$ cat src/rtl/core/fec_pkg.sv
// Shared types and constants for the file event coalescer.
// No dependencies; imported by every module of the block.
package fec_pkg;

  // Change-rate table: TABLE_CAP + 1 slots
  localparam int TABLE_CAP = 4;
  localparam int SLOTS     = TABLE_CAP + 1;
  localparam int SLOT_W    = (SLOTS > 1) ? $clog2(SLOTS) : 1;

  // Command queue between front and back
  localparam int QUEUE_DEPTH = 4;
  localparam int QPTR_W      = $clog2(QUEUE_DEPTH);

  localparam logic [15:0] AGE_MAX     = 16'hFFFF;
  localparam logic [15:0] HOLD_RESET  = 16'd8000;
  localparam logic [15:0] DELAY_RESET = 16'd1000;
  localparam logic [15:0] COUNT_ONE   = 16'd1;

  // Input action codes
  localparam logic [2:0] ACT_ADDED    = 3'd0;
  localparam logic [2:0] ACT_REMOVED  = 3'd1;
  localparam logic [2:0] ACT_MODIFIED = 3'd2;
  localparam logic [2:0] ACT_OLD_NAME = 3'd3;
  localparam logic [2:0] ACT_NEW_NAME = 3'd4;

  // Result kinds
  localparam logic [1:0] KIND_REMOVED   = 2'd0;
  localparam logic [1:0] KIND_DIR_ADDED = 2'd1;
  localparam logic [1:0] KIND_CHANGED   = 2'd2;
  localparam logic [1:0] KIND_RENAMED   = 2'd3;

  // Configuration register indexes
  localparam logic CFG_CHANGE_HOLD  = 1'b0;
  localparam logic CFG_REMOVE_DELAY = 1'b1;

  typedef enum logic [2:0] {
    OP_TICK,
    OP_ADD,
    OP_REMOVE,
    OP_MODIFY,
    OP_OLD_NAME,
    OP_NEW_NAME,
    OP_STREAM
  } op_t;

  typedef struct packed {
    op_t         op;
    logic        first;
    logic [31:0] key;
  } cmd_t;

  typedef struct packed {
    logic [15:0] change_hold;
    logic [15:0] remove_delay;
  } cfg_t;

  typedef struct packed {
    logic [1:0]  kind;
    logic [31:0] key;
    logic [31:0] from_key;
    logic        from_valid;
    logic        last;
  } res_t;

  // Queue head as seen by the back end
  typedef struct packed {
    logic valid;
    cmd_t cmd;
  } head_t;

endpackage

$ cat src/rtl/core/fec_front.sv
// Front end: accepts input transactions, classifies them into commands
// and queues them for the back end. Depends on fec_pkg.
module fec_front import fec_pkg::*; (
  input  logic        clk,
  input  logic        rst,
  input  logic        item_valid,
  output logic        item_stall,
  input  logic        func,
  input  logic [2:0]  action,
  input  logic [31:0] file_key,
  input  logic        first_of_batch,
  output head_t       head,
  input  logic        pop
);

  cmd_t              entries [QUEUE_DEPTH];
  logic [QPTR_W-1:0] wr_ptr;
  logic [QPTR_W-1:0] rd_ptr;
  logic [QPTR_W:0]   count;
  cmd_t              cmd_in;
  logic              push;

  always_comb begin
    cmd_in.first = first_of_batch;
    cmd_in.key   = file_key;
    if (func) begin
      cmd_in.op = OP_TICK;
    end else begin
      case (action)
        ACT_ADDED:    cmd_in.op = OP_ADD;
        ACT_REMOVED:  cmd_in.op = OP_REMOVE;
        ACT_MODIFIED: cmd_in.op = OP_MODIFY;
        ACT_OLD_NAME: cmd_in.op = OP_OLD_NAME;
        ACT_NEW_NAME: cmd_in.op = OP_NEW_NAME;
        default:      cmd_in.op = OP_STREAM;
      endcase
    end
  end

  assign item_stall = (count == (QPTR_W + 1)'(QUEUE_DEPTH));
  assign push       = item_valid && !item_stall;
  assign head.valid = (count != '0);
  assign head.cmd   = entries[rd_ptr];

  always_ff @(posedge clk) begin
    if (push) begin
      entries[wr_ptr] <= cmd_in;
    end
  end

  always_ff @(posedge clk) begin
    if (rst) begin
      wr_ptr <= '0;
      rd_ptr <= '0;
      count  <= '0;
    end else begin
      if (push) begin
        wr_ptr <= wr_ptr + 1'b1;
      end
      if (pop) begin
        rd_ptr <= rd_ptr + 1'b1;
      end
      count <= count + {{QPTR_W{1'b0}}, push} - {{QPTR_W{1'b0}}, pop};
    end
  end

endmodule

$ cat src/rtl/core/fec_back.sv
// Back end: change-rate table, pending removal, held old name and the
// two-deep result buffer. Depends on fec_pkg.
module fec_back import fec_pkg::*; (
  input  logic  clk,
  input  logic  rst,
  input  cfg_t  cfg,
  input  head_t head,
  output logic  pop,
  output logic  res_valid,
  input  logic  res_stall,
  output res_t  res
);

  typedef enum logic [1:0] {
    ST_LOOK = 2'b01,
    ST_EXEC = 2'b10
  } state_t;

  state_t state;

  // table
  logic [SLOTS-1:0] entry_valid;
  logic [31:0]      entry_key [SLOTS];
  logic [15:0]      entry_age [SLOTS];

  logic        remove_pending;
  logic [31:0] remove_key;
  logic [15:0] remove_countdown;
  logic        move_held;
  logic [31:0] move_key;

  // command and lookup results latched in ST_LOOK
  cmd_t              cmd;
  logic              hit;
  logic [SLOT_W-1:0] hit_idx;
  logic [15:0]       hit_age;
  logic [SLOT_W-1:0] ins_idx;

  logic              look_hit;
  logic [SLOT_W-1:0] look_idx;
  logic [15:0]       look_age;
  logic [SLOT_W-1:0] look_free;
  logic [SLOT_W-1:0] look_victim;
  logic [15:0]       best_age;

  res_t spare;
  logic spare_valid;

  logic look_go;
  logic exec_go;
  logic flush;
  logic emit;
  logic held;
  logic mod_pass;
  res_t act_res;
  res_t flush_res;

  always_comb begin
    look_hit  = 1'b0;
    look_idx  = '0;
    look_age  = '0;
    look_free = '0;
    for (int i = SLOTS - 1; i >= 0; i--) begin
      if (entry_valid[i] && entry_key[i] == head.cmd.key) begin
        look_hit = 1'b1;
        look_idx = SLOT_W'(i);
        look_age = entry_age[i];
      end
      if (!entry_valid[i]) begin
        look_free = SLOT_W'(i);
      end
    end
    // oldest entry, lowest slot on a tie
    look_victim = '0;
    best_age    = entry_age[0];
    for (int i = 1; i < SLOTS; i++) begin
      if (entry_age[i] > best_age) begin
        best_age    = entry_age[i];
        look_victim = SLOT_W'(i);
      end
    end
  end

  assign look_go = (state == ST_LOOK) && head.valid;
  assign exec_go = (state == ST_EXEC) && !res_valid && !spare_valid;
  assign pop     = look_go;

  always_comb begin
    held     = move_held && !cmd.first;
    mod_pass = !hit || (hit_age > cfg.change_hold) || (hit_age == AGE_MAX);
    if (cmd.op == OP_TICK) begin
      flush = remove_pending && (remove_countdown <= COUNT_ONE);
    end else begin
      flush = remove_pending && !(cmd.op == OP_OLD_NAME && cmd.key == remove_key);
    end

    act_res.key        = cmd.key;
    act_res.from_key   = '0;
    act_res.from_valid = 1'b0;
    act_res.last       = 1'b1;
    case (cmd.op)
      OP_ADD: begin
        emit          = 1'b1;
        act_res.kind  = KIND_DIR_ADDED;
        act_res.key   = '0;
      end
      OP_MODIFY: begin
        emit          = mod_pass;
        act_res.kind  = KIND_CHANGED;
      end
      OP_NEW_NAME: begin
        emit               = 1'b1;
        act_res.kind       = KIND_RENAMED;
        act_res.from_key   = held ? move_key : '0;
        act_res.from_valid = held;
      end
      default: begin
        emit          = 1'b0;
        act_res.kind  = KIND_REMOVED;
      end
    endcase

    flush_res.kind       = KIND_REMOVED;
    flush_res.key        = remove_key;
    flush_res.from_key   = '0;
    flush_res.from_valid = 1'b0;
    flush_res.last       = !emit;
  end

  // payload registers
  always_ff @(posedge clk) begin
    if (look_go) begin
      cmd     <= head.cmd;
      hit     <= look_hit;
      hit_idx <= look_idx;
      hit_age <= look_age;
      ins_idx <= (&entry_valid) ? look_victim : look_free;
    end
    if (res_valid && !res_stall) begin
      res <= spare;
    end
    if (exec_go) begin
      res   <= flush ? flush_res : act_res;
      spare <= act_res;
      if (cmd.op == OP_TICK) begin
        for (int i = 0; i < SLOTS; i++) begin
          if (entry_valid[i] && entry_age[i] != AGE_MAX) begin
            entry_age[i] <= entry_age[i] + 1'b1;
          end
        end
      end else if (cmd.op == OP_MODIFY) begin
        if (!hit) begin
          entry_key[ins_idx] <= cmd.key;
          entry_age[ins_idx] <= '0;
        end else if (mod_pass) begin
          entry_age[hit_idx] <= '0;
        end
      end
    end
  end

  // control registers
  always_ff @(posedge clk) begin
    if (rst) begin
      state            <= ST_LOOK;
      entry_valid      <= '0;
      remove_pending   <= 1'b0;
      remove_key       <= '0;
      remove_countdown <= '0;
      move_held        <= 1'b0;
      move_key         <= '0;
      res_valid        <= 1'b0;
      spare_valid      <= 1'b0;
    end else begin
      if (res_valid && !res_stall) begin
        res_valid   <= spare_valid;
        spare_valid <= 1'b0;
      end
      case (state)
        ST_LOOK: begin
          if (look_go) begin
            state <= ST_EXEC;
          end
        end
        ST_EXEC: begin
          if (exec_go) begin
            state       <= ST_LOOK;
            res_valid   <= flush || emit;
            spare_valid <= flush && emit;
            if (cmd.op == OP_TICK) begin
              if (flush) begin
                remove_pending   <= 1'b0;
                remove_key       <= '0;
                remove_countdown <= '0;
              end else if (remove_pending) begin
                remove_countdown <= remove_countdown - 1'b1;
              end
            end else begin
              // table update
              if (cmd.op == OP_MODIFY) begin
                if (!hit) begin
                  entry_valid[ins_idx] <= 1'b1;
                end
              end else if (hit) begin
                entry_valid[hit_idx] <= 1'b0;
              end
              // any event resolves a pending removal (dropped or sent)
              if (cmd.op == OP_REMOVE) begin
                remove_pending   <= 1'b1;
                remove_key       <= cmd.key;
                remove_countdown <= cfg.remove_delay;
              end else if (remove_pending) begin
                remove_pending   <= 1'b0;
                remove_key       <= '0;
                remove_countdown <= '0;
              end
              // held old name
              if (cmd.op == OP_OLD_NAME) begin
                move_held <= 1'b1;
                move_key  <= cmd.key;
              end else if (cmd.op == OP_NEW_NAME) begin
                move_held <= 1'b0;
                move_key  <= '0;
              end else if (cmd.first) begin
                move_held <= 1'b0;
              end
            end
          end
        end
        default: state <= ST_LOOK;
      endcase
    end
  end

endmodule

$ cat src/rtl/core/file_event_coalescer_top.sv
// Top level of the file event coalescer: configuration registers and the
// front end / back end pair. Depends on fec_pkg, fec_front, fec_back.
//
//   channel   direction  handshake               payload
//   item      in         item_valid/item_stall   func, action, file_key, first_of_batch
//   result    out        res_valid/res_stall     kind, key_out, from_key, from_valid, last
//   config    in         cfg_wen                 cfg_index, cfg_wdata
//
// Flow: the back end handles each command as a table lookup, then an execute
// step, and the next lookup overlaps the first result leaving. The execute
// step waits until the two-deep result buffer is empty, so a command is only
// executed once the earlier results have left, which res_stall can hold back.
// The front end queues up to 4 commands, so items are taken while results wait.
// Reset: synchronous; empties the queue, the table valid bits, the pending
// removal and held old name, and loads 8000 / 1000 into the config registers.
// Stalls: item_stall is high only while the command queue is full.
module file_event_coalescer_top import fec_pkg::*; (
  input  logic        clk,
  input  logic        rst,
  input  logic        item_valid,
  output logic        item_stall,
  input  logic        func,
  input  logic [2:0]  action,
  input  logic [31:0] file_key,
  input  logic        first_of_batch,
  output logic        res_valid,
  input  logic        res_stall,
  output logic [1:0]  kind,
  output logic [31:0] key_out,
  output logic [31:0] from_key,
  output logic        from_valid,
  output logic        last,
  input  logic        cfg_wen,
  input  logic        cfg_index,
  input  logic [15:0] cfg_wdata
);

  cfg_t  cfg;
  head_t head;
  logic  pop;
  res_t  res;

  // configuration registers
  always_ff @(posedge clk) begin
    if (rst) begin
      cfg.change_hold  <= HOLD_RESET;
      cfg.remove_delay <= DELAY_RESET;
    end else if (cfg_wen) begin
      case (cfg_index)
        CFG_CHANGE_HOLD:  cfg.change_hold  <= cfg_wdata;
        CFG_REMOVE_DELAY: cfg.remove_delay <= cfg_wdata;
        default:          cfg.change_hold  <= cfg.change_hold;
      endcase
    end
  end

  fec_front u_front (
    .clk            (clk),
    .rst            (rst),
    .item_valid     (item_valid),
    .item_stall     (item_stall),
    .func           (func),
    .action         (action),
    .file_key       (file_key),
    .first_of_batch (first_of_batch),
    .head           (head),
    .pop            (pop)
  );

  fec_back u_back (
    .clk       (clk),
    .rst       (rst),
    .cfg       (cfg),
    .head      (head),
    .pop       (pop),
    .res_valid (res_valid),
    .res_stall (res_stall),
    .res       (res)
  );

  assign kind       = res.kind;
  assign key_out    = res.key;
  assign from_key   = res.from_key;
  assign from_valid = res.from_valid;
  assign last       = res.last;

endmodule
$ cat config.mk
export PLATFORM = sky130hd
export DESIGN_NAME = file_event_coalescer_top
export DESIGN_NICKNAME = d
export VERILOG_FILES = /design/src/rtl/core/fec_pkg.sv /design/src/rtl/core/fec_front.sv /design/src/rtl/core/fec_back.sv /design/src/rtl/core/file_event_coalescer_top.sv
export SDC_FILE = /design/constraint.sdc
export NUM_CORES = 1
export LEC_CHECK = 0
export BUFFER_PORTS_ARGS = -buffer_cell sky130_fd_sc_hd__buf_2
export CORE_ASPECT_RATIO = 2
export CORE_UTILIZATION = 55
export DETAILED_ROUTE_END_ITERATION = 6
export GPL_TIMING_DRIVEN = 0
export HOLD_SLACK_MARGIN = 0.08
export PLACE_DENSITY = 0.72
export SYNTH_ARGS = -nofsm -noshare
export SYNTH_HDL_FRONTEND = slang
export SYNTH_SLANG_ARGS = --single-unit
$ cat constraint.sdc
create_clock -name clk -period 8.9 [get_ports clk]
set_input_delay 0.445 -clock clk [delete_from_list [all_inputs] [get_ports clk]]
set_output_delay 0.445 -clock clk [all_outputs]
set_load 0.05 [all_outputs]
Yosys cells after proc, flatten, opt, wreduce, memory -nomap -nowiden
Memories as Yosys holds them, arrays and structs flattened. A register that Yosys moved wholly into a read port is not among the register bits.
Cells that the tools add are included.
{ "word_totals": {"register_bits": 324, "mem_bits_rw": 384, "inputBits": 59, "out_inout_bits": 70, "word_cells": 253, "memories": 3} }
{ "classes": {"n_addsub": 10, "order_cmp": 10, "n_eq_ne": 29, "n_mux": 108, "n_bitwise": 5, "reduce_logical": 56} }
{ "mem_list": {"columns": ["memory", "depth", "width", "rd", "rd_clocked_by_memory_dff", "wr", "line_no", "rtl"], "rows": [
  ["u_back.entry_key", 5, 32, 5, 0, 1, "fec_back.sv:23", "logic [31:0] entry_key [SLOTS];"],
  ["u_front.entries", 4, 36, 1, 1, 1, "fec_front.sv:16", "cmd_t entries [QUEUE_DEPTH];"],
  ["u_back.entry_age", 5, 16, 5, 0, 5, "fec_back.sv:24", "logic [15:0] entry_age [SLOTS];"]
]} }
{ "ops": {"columns": ["op", "n"], "rows": [
  ["$mux W32", 8],
  ["$mux W16", 15],
  ["$mux W68", 3],
  ["$eq A32 B32 Y1", 6],
  ["$add A16 B1 Y16 const B", 5],
  ["$gt A16 B16 Y1", 5],
  ["$ne A16 B16 Y1 const B", 5],
  ["$mux W1", 53],
  ["$mux W3", 11],
  ["$mux W33", 1],
  ["$reduce_or A16 Y1", 2],
  ["$logic_and A1 B1 Y1", 22],
  ["$eq A16 B16 Y1 const B", 1],
  ["$le A16 B1 Y1 const B", 1],
  ["$mux W2", 8],
  ["$reduce_and A4 Y1", 4],
  ["$sub A16 B1 Y16 const B", 1],
  ["$mux W5", 3],
  ["$pmux W3 S5", 1],
  ["$eq A3 B2 Y1 const B", 4],
  ["$eq A3 B3 Y1 const B", 4],
  ["$reduce_and A5 Y1", 2],
  ["$reduce_bool A3 Y1", 3],
  ["$logic_not A1 Y1", 8],
  ["other kinds (26)", 42]
]} }

Depth between registers and ports, before layout
Gate-level depths: netlist (run 1).
{ "logic_depth": {"depth_word": 11, "depth_mapped": 40, "mapped_depth_nobuf": 37} }

Hierarchy
A second synthesis (run 1) with hierarchy kept.
{ "hier_totals": {"hier_cells": 2627, "area_unflattened_um2": 32476.1} }
{ "by_module_without_submodules": {"columns": ["mod", "instances", "cells_per_inst", "area_each_um2", "seq_area_each_um2"], "rows": [
  ["fec_back", 1, 2254, 25371.8, 14053.5],
  ["fec_front", 1, 243, 5739.3, 4504.3],
  ["file_event_coalescer_top", 1, 130, 1365.1, 640.6]
]} }

Worst setup path before layout (run 1)
No wires, ideal clock.
{ "synth_timing": {"path_kind": "flip-flop to flip-flop", "start": "memory u_back.entry_age[0][14]", "end": "register u_back.ins_idx[1] (data pin)", "setup_time_ns": 0.129, "t_arrival_ns": 8.099, "setup_slack_ns": 0.672, "stages_incl_launch_ff": 40, "path_buffers": 4, "path_cell_list": "dfxtp_1 > inv_1 > ha_1 > nand4_1 > nor4_1 > a21bo_2 > a31oi_4 > clkbuf_1 > nand2_1 > o21ai_0 > inv_1 > ha_1 > nand4_1 > or2_2 > nor3_1 > or4b_2 > o2111ai_1 > a21oi_4 > [4 not listed] > a21o_1 > a21oi_1 > o21ai_0 > a2111oi_0 > or3_1 > clkbuf_1 > clkbuf_1 > mux2_2 > ha_1 > a21o_1 > a21o_1 > a21oi_1 > o21ai_0 > and3_1 > o21ai_0 > o21ai_0 > a31oi_1 > o21a_1"} }
{ "synth_rtl": {"columns": ["item", "line_no", "rtl"], "rows": [
  ["start: declaration", "fec_back.sv:24", null],
  ["end signal: assignment", "fec_back.sv:137", "ins_idx <= (&entry_valid) ? look_victim : look_free;"],
  ["end: declaration", "fec_back.sv:37", "logic [SLOT_W-1:0] ins_idx;"]
]} }

==> run metrics, run 1 <==
status=completed; Final Net Count=3033; Seq/Total Area, Yosys=0.599; Die Y=343 microns; routed vias/inst=5.81; Non-Filler Instances=3688; Max FO, Critical Path=10; Routed Antenna Nets=0; post-synthesis compound-gate area fraction=0.0774; synthesized flop and latch total=710; Skew-Pair Late Insertion Delay=0.67 ns; die area=59300 sq um; Setup crit end kind=flop; Yosys top cell by area=edfxtp_1; layout cells sized above 1=0.134; endpoints failing setup=0; Most common cell on crit path=a21o_1; clock-pin slew of the registers on the worst-case setup and hold paths=0.07 ns; pre-CTS WS=-1.63 ns; r2r setup slk=0.33 ns; initial antenna violation count=0; Post-route DRC=0; PwrDens=270 nW/um^2; Placed Cells=3528; Post-Place Cell Area=34000 sq um; shortest period the worst path allows=8.57 ns; clk_skew=0.0586 ns; Slew Limit Fails=0; period utilization=0.963; H-Tree Depth=2; CP peak stage delay=0.60 ns; Max Clock Freq=0.117 GHz; GP Congestion=0.961; WL final=83800 microns; Commonest cells post-synth=edfxtp_1 (498), nor2_1 (221), xnor2_1 (217); Clock Sink Count=710; fin area=36600 sq um; most common cell in the netlist=edfxtp_1; boundary pin count=129; synth warn=0; Tot GR Track Use=0.285; first-pass GRT wire length=128000 microns; drt pass-1 iters=5; IO buf count=127; Critical Path Start=u_back.entry_age[0][7]$_SDFFE_PP0P_; Synth Instances=2622; Die X=173 microns; Leakage=0.0132 uW; mux cell area share after synthesis=0.0561; FP Rows=124; crit start category=flop; top_reg_cell synth=edfxtp_1; number of synthesized flops with an enable pin=498; final hold viol count=0; Critical Path RT=9.39 ns; Slew @ Worst Pin=1.12 ns; Worst EP arrival=9.05 ns; Initial Util=0.558; largest net degree at the start of global routing=69; Async SR Flop Fraction=0; Longest Clk Path Bufs=3; hold path cells=3; reg2reg end=u_back.ins_idx[1]$_DFFE_PP_; Worst VDD drop=236 uV; max_slew headroom=0.243; simple-gate area share of the yosys netlist=0.120; metal2 WL=46200 microns; top sig layer=met4; Worst R2R Start=u_back.entry_age[0][7]$_SDFFE_PP0P_; core region area=57400 sq um; syn nets=2775; Fin Hold WS=0.102 ns; CTS tree=yes; gr ovfl total=0; WL met3=3770 microns; share of the synthesized area in the top cell type=0.467; layout filler cell count=4468; dpl hpwl=63400 microns; Final Power=9890 uW; antenna cells=0; main combinational cell family by area after synthesis=simple AND/OR/NAND/NOR gates; min-delay worst type=input port to flop; top cells by area, synth=edfxtp_1 (47%), dfxtp_1 (13%), xnor2_1 (5.9%), ha_1 (3.6%), nor2_1 (2.6%); synth-to-layout area growth=14.2%; synthesized area=32100 sq um; vias post-DR=21.4k; Routed WL per cell=22.7 microns; XOR/XNOR Fraction of Synth Area=0.0759; Mean Syn Cell Area=12.2 sq um; CP Class=flop to flop; Inserted Clock Buffers=60; Setup crit end=u_back.ins_idx[1]$_DFFE_PP_; Adder-Cell Fraction of Synth Area=0.0369; DRT met1 WL=28800 microns; initial DRC count=1466; FF-to-FF path depth=37; Max Cap Viol=0; worst setup margin=0.333 ns; vias in the first global route=22.3k; Critical Path Slowest Stage Cell=or4b_2; Clock Root Buffer=clkbuf_16; Distinct cells, synth=66
[registers in the layout, summed over array words and instances, names as in the netlist, 16 cells and up, named ones only]
signal and count:
cfg 32, u_back.cmd 36, u_back.entry_age 80, u_back.entry_key 160
u_back.hit_age 16, u_back.move_key 32, u_back.remove_countdown 16, u_back.remove_key 32
u_back.res 68, u_back.spare 67, u_front.entries 144
[worst min-delay path by stage]
stage	end	slack [ns]	start
after floorplan	cfg[2]$_SDFFE_PP0P_	0.44	cfg[2]$_SDFFE_PP0P_
after global placement	cfg[1]$_SDFFE_PP0P_	0.45	cfg[1]$_SDFFE_PP0P_
after detailed placement	cfg[7]$_SDFFE_PP1P_	0.46	cfg[7]$_SDFFE_PP1P_
after CTS	cfg[0]$_SDFFE_PP0P_	0.08	cfg_wdata[0]
after global routing	cfg[5]$_SDFFE_PP1P_	0.10	cfg_wdata[5]
final	cfg[5]$_SDFFE_PP1P_	0.10	cfg_wdata[5]
[cell families (layout without fill, tap and decap cells)]
logic type                 count (synthesis)  count (layout)
xor gates and xnor gates                 275             275
muxes                                    132             132
adders and majority gates                 94              94
buffers and inverters                    253             563
and+or+nand+nor                          788             788
AOI/OAI and AO/OA                        370             370
DFF                                      710             710
[cells in the final DEF (no fill, tap or decap), types with 19 or more instances in the layout]
| cell | n |
|---|---|
| nand3b_1 | 40 |
| xor2_1 | 55 |
| o21ai_0 | 76 |
| dfxtp_1 | 212 |
| a22o_1 | 33 |
| nor3_1 | 29 |
| nand2_1 | 209 |
| mux2i_1 | 73 |
| nor2_1 | 220 |
| a21o_1 | 19 |
| inv_1 | 115 |
| a22oi_1 | 40 |
| edfxtp_1 | 498 |
| nor4_1 | 23 |
| mux4_2 | 36 |
| nand3_1 | 37 |
| xnor2_1 | 217 |
| clkbuf_1 | 92 |
| nand4_1 | 74 |
| buf_6 | 34 |
| ha_1 | 92 |
| mux2_2 | 21 |
| a21oi_1 | 86 |
| nor2b_1 | 42 |
| buf_2 | 154 |
| and2_1 | 48 |
| clkbuf_16 | 62 |
| dlygate4sd3_1 | 44 |
[area by class of cell]
type                       count  area (sq um)  share of cell area
multi-input combinational   1659         11900               0.324
tap                          756           946              0.0258
inverter                     115           432              0.0118
timing repair buffer         197          1410              0.0385
clock inverter                37           399              0.0109
clock buffer                  77          1660              0.0453
sequential                   710         19200               0.524
buffer                       137           696              0.0190
[where the power goes]
part	switching [uW]	leakage [uW]	internal (uW)
sequential	481	0.00623	4150
combinational	1530	0.00597	994
clock	1250	0.000998	1480
total	3260	0.0132	6630
[stage by stage]
step	setup TNS, ns	util
3_5_place_dp	-4.79	0.592
6_report	0	0.638
4_1_cts	0	0.637
3_3_place_gp	-5.63	0.586
5_1_grt	-0.00261	0.638
2_1_floorplan	0	-
[routing by layer]
metal  GRT usage  up-vias
li1            -    10001
met1       0.291    10466
met2       0.556      748
met3      0.0290      223
met4       0.165        0
met5           0        -
[worst max-delay path, delay by kind of cell, from the launching register on]
kind | cells | cell delay [ns]
multiplexers | 2 | 0.61
buffers and inverters | 4 | 0.69
adder cells (fa/ha/maj) | 4 | 1.23
AO/OA/AOI/OAI | 20 | 3.69
AND/OR/NAND/NOR | 7 | 1.80
flip-flops | 1 | 0.39
[what timing repair did]
action | 4_1_cts | 5_1_grt
hold buffers | 44 | 0
resized for setup | 17 | 17
buffers inserted | 2 | 1
setup endpoints to repair | 3 | 3
pin swaps | 4 | 3
hold endpoints to repair | 149 | 0
Power figures use the tool's default switching activity.
==> run 2, diff against run 1 <==
Settings changed: SYNTH_HIERARCHICAL set to 1.
==> run metrics, run 2 <==
synth-to-layout area growth=13.4% (was 14.2%); Max Clock Freq=0.117 GHz (about the same); Mean Syn Cell Area=12.4 sq um (was 12.2 sq um); share of the synthesized area in the top cell type=0.460 (was 0.467); CP Class=flop to flop (unchanged); Die X=174 microns (was 173 microns); Post-route DRC=0 (unchanged); Post-Place Cell Area=34200 sq um (was 34000 sq um); clk_skew=0.0378 ns (was 0.0586 ns); max_slew headroom=0.0503 (was 0.243); largest net degree at the start of global routing=63 (was 69); Final Net Count=3014 (was 3033); Tot GR Track Use=0.288 (was 0.285); Worst EP arrival=8.93 ns (was 9.05 ns); most frequent cells in the layout=edfxtp_1 (498), nor2_1 (249), dfxtp_1 (205), xnor2_1 (174), nand2_1 (171) (was edfxtp_1 (498), nor2_1 (220), xnor2_1 (217), dfxtp_1 (212), nand2_1 (209)); Skew-Pair Late Insertion Delay=0.65 ns (was 0.67 ns); worst setup margin=0.377 ns (was 0.333 ns); max reg flops=160 (unchanged); Routed WL per cell=23.6 microns (was 22.7 microns); drt pass-1 iters=5 (unchanged); core region area=58200 sq um (was 57400 sq um); Setup crit end=u_back/ins_idx[0]$_DFFE_PP_ (was u_back.ins_idx[1]$_DFFE_PP_); first-pass GRT wire length=129000 microns (was 128000 microns); die area=60100 sq um (was 59300 sq um); initial antenna violation count=1 (was 0); Yosys top cell by area=edfxtp_1 (unchanged); Slew @ Worst Pin=1.41 ns (was 1.12 ns); met2 global-route usage=0.542 (was 0.556); gr busiest metal=met2 (unchanged); Worst R2R Start=u_back/entry_age[0][7]$_SDFFE_PP0P_ (was u_back.entry_age[0][7]$_SDFFE_PP0P_); Critical Path RT=9.31 ns (was 9.39 ns); shortest period the worst path allows=8.52 ns (was 8.57 ns); min-delay worst type=input port to flop (unchanged); mux cell area share after synthesis=0.0615 (was 0.0561); PwrDens=271 nW/um^2 (was 270 nW/um^2); Die Y=346 microns (was 343 microns); vias in the first global route=22.4k (was 22.3k); top_reg_cell synth=edfxtp_1 (unchanged); Critical Path Slowest Stage Cell=a2111o_1 (was or4b_2); status=completed (unchanged); Leakage=0.0134 uW (was 0.0132 uW); syn nets=2779 (was 2775); initial DRC count=1577 (was 1466); Longest Clk Path Bufs=3 (unchanged); WL final=86600 microns (was 83800 microns); Final Power=9990 uW (was 9890 uW); Worst VDD drop=179 uV (was 236 uV); Initial Util=0.558 (about the same); period utilization=0.958 (was 0.963); endpoints failing setup=0 (unchanged); Max FO, Critical Path=10 (unchanged); Max Cap Viol=0 (unchanged); Inserted Clock Buffers=58 (was 60); Async SR Flop Fraction=0 (unchanged); H-Tree Depth=2 (unchanged); layout cells sized above 1=0.146 (was 0.134); Clock Root Buffer=clkbuf_16 (unchanged); Largest Register=u_back/entry_key (was u_back.entry_key); synthesized flop and latch total=710 (unchanged); XOR/XNOR Fraction of Synth Area=0.0744 (was 0.0759); final hold viol count=0 (unchanged); Clock Sink Count=710 (unchanged); Critical Path Start=u_back/entry_age[0][7]$_SDFFE_PP0P_ (was u_back.entry_age[0][7]$_SDFFE_PP0P_); met3 Usage GRT=0.0346 (was 0.0290); boundary pin count=129 (unchanged); most common cell after layout, fill and taps aside=edfxtp_1 (unchanged); top cells by area, synth=edfxtp_1 (46%), dfxtp_1 (13%), xnor2_1 (4.7%), ha_1 (3.5%), nor2_1 (2.9%) (was edfxtp_1 (47%), dfxtp_1 (13%), xnor2_1 (5.9%), ha_1 (3.6%), nor2_1 (2.6%)); number of synthesized flops with an enable pin=498 (unchanged); crit start category=flop (unchanged); GP Congestion=1.01 (was 0.961); CTS tree=yes (unchanged); synthesized area=32500 sq um (was 32100 sq um); M1 GR Usage=0.284 (was 0.291); Distinct cells, synth=95 (was 66); r2r setup slk=0.38 ns (was 0.33 ns); vias post-DR=21.6k (was 21.4k); RSZ-0062 raised after global routing=no; clock-pin slew of the registers on the worst-case setup and hold paths=0.07 ns (about the same); Fin Hold WS=0.100 ns (was 0.102 ns); routed vias/inst=5.87 (was 5.81); IO buf count=126 (was 127); synth warn=6 (was 0); pre-CTS WS=-1.05 ns (was -1.63 ns); Routed Antenna Nets=0 (unchanged); simple-gate area share of the yosys netlist=0.127 (was 0.120); main combinational cell family by area after synthesis=simple AND/OR/NAND/NOR gates (unchanged); dpl hpwl=65500 microns (was 63400 microns); gr ovfl total=0 (unchanged); fin area=36800 sq um (was 36600 sq um); FF-to-FF path depth=40 (was 37); Synth Instances=2627 (was 2622); Slew Limit Fails=0 (unchanged); post-synthesis compound-gate area fraction=0.0741 (was 0.0774); Seq/Total Area, Yosys=0.591 (was 0.599); CP peak stage delay=0.44 ns (was 0.60 ns); most common cell in the netlist=edfxtp_1 (unchanged); Adder-Cell Fraction of Synth Area=0.0361 (was 0.0369); Setup crit end kind=flop (unchanged); Largest regs=u_back/entry_key x160, u_front/entries x144, u_back/entry_age x80 (was u_back.entry_key x160, u_front.entries x144, u_back.entry_age x80); Commonest cells post-synth=edfxtp_1 (498), nor2_1 (249), dfxtp_1 (212) (was edfxtp_1 (498), nor2_1 (221), xnor2_1 (217)); FP Rows=125 (was 124); reg2reg end=u_back/ins_idx[0]$_DFFE_PP_ (was u_back.ins_idx[1]$_DFFE_PP_)
## run 2: cell types whose count changed after synthesis, sizes merged, moves of 29 or more
| cell | before | now |
|---|---|---|
| nor3b | 3 | 35 |
| nor2 | 221 | 250 |
| nand2 | 210 | 175 |
| nand3b | 40 | 1 |
| xnor2 | 220 | 175 |
| a22oi | 40 | 5 |
| a22o | 33 | 65 |
| xor2 | 55 | 100 |
## run 2: cells by family (layout without fill, tap and decap cells)
| kind of cell | Yosys count | count (layout) |
|---|---|---|
| AO/OA/AOI/OAI | 346 | 346 |
| adder cells (fa/ha/maj) | 93 | 93 |
| buffers and inverters | 241 | 525 |
| AND/OR/NAND/NOR | 814 | 814 |
| other | 0 | 1 |
| XOR/XNOR | 275 | 275 |
| flip-flops | 710 | 710 |
| multiplexers | 148 | 148 |
## run 2: worst min path at each step
| stage | from | endpoint | slack [ns] | depth (start not counted) |
|---|---|---|---|---|
| floorplan | cfg[7]$_SDFFE_PP1P_ | cfg[7]$_SDFFE_PP1P_ | 0.43 | 1 |
| global placement | cfg[3]$_SDFFE_PP1P_ | cfg[3]$_SDFFE_PP1P_ | 0.46 | 1 |
| detailed placement | cfg[13]$_SDFFE_PP0P_ | cfg[13]$_SDFFE_PP0P_ | 0.47 | 2 |
| CTS | cfg_wdata[3] | cfg[19]$_SDFFE_PP0P_ | 0.08 | 3 |
| global route | cfg_wdata[12] | cfg[12]$_SDFFE_PP0P_ | 0.10 | 3 |
| finish | cfg_wdata[3] | cfg[19]$_SDFFE_PP0P_ | 0.10 | 3 |
## run 2: power by group
part	total, uW	leakage, uW	internal [uW]	switching (uW)
Combinational	2640	0.00617	1020	1620
Sequential	4610	0.00623	4110	506
Clock	2730	0.00101	1530	1200
## run 2: critical path, delay by kind of cell, from the launching register on
kind	cells	cell delay, ns
AOI/OAI and AO/OA	19	3.78
and+or+nand+nor	9	1.38
muxes	2	0.62
adders and majority gates	4	1.20
buffers and inverters	6	0.96
DFF	1	0.40
## run 2: layout make-up
cell class                 instances  area [sq um]
clock inverter                    34           430
clock buffer                      75          1630
tap                              762           953
multi-input combinational       1676         12200
sequential                       710         19200
antenna                            1          2.50
inverter                         101           382
timing repair buffer             175          1220
buffer                           140           813
fill                            4559         21400
## run 2: metrics by stage
step,util,setup TNS [ns],cells
3_3_place_gp,0.585,-2.83,3515
5_1_grt,0.633,0,3673
4_1_cts,0.631,0,3666
6_report,0.633,0,3674
2_1_floorplan,-,0,2627
3_5_place_dp,0.588,-2.88,3522
## run 2: layer usage
layer | vias up | share of wire
met5 | - | 0.00015
li1 | 10005 | -
met4 | 2 | 0.079
met1 | 10507 | 0.33
met2 | 766 | 0.54
met3 | 289 | 0.044
## run 2: what timing repair did
action | 4_1_cts | 5_1_grt
hold buffers | 35 | 0
setup buffers | 0 | 4
cloned | 0 | 0
pin swaps | 1 | 10
endpoints found under the setup margin | 3 | 3
resized for setup | 17 | 20
endpoints found under the hold margin | 134 | 0
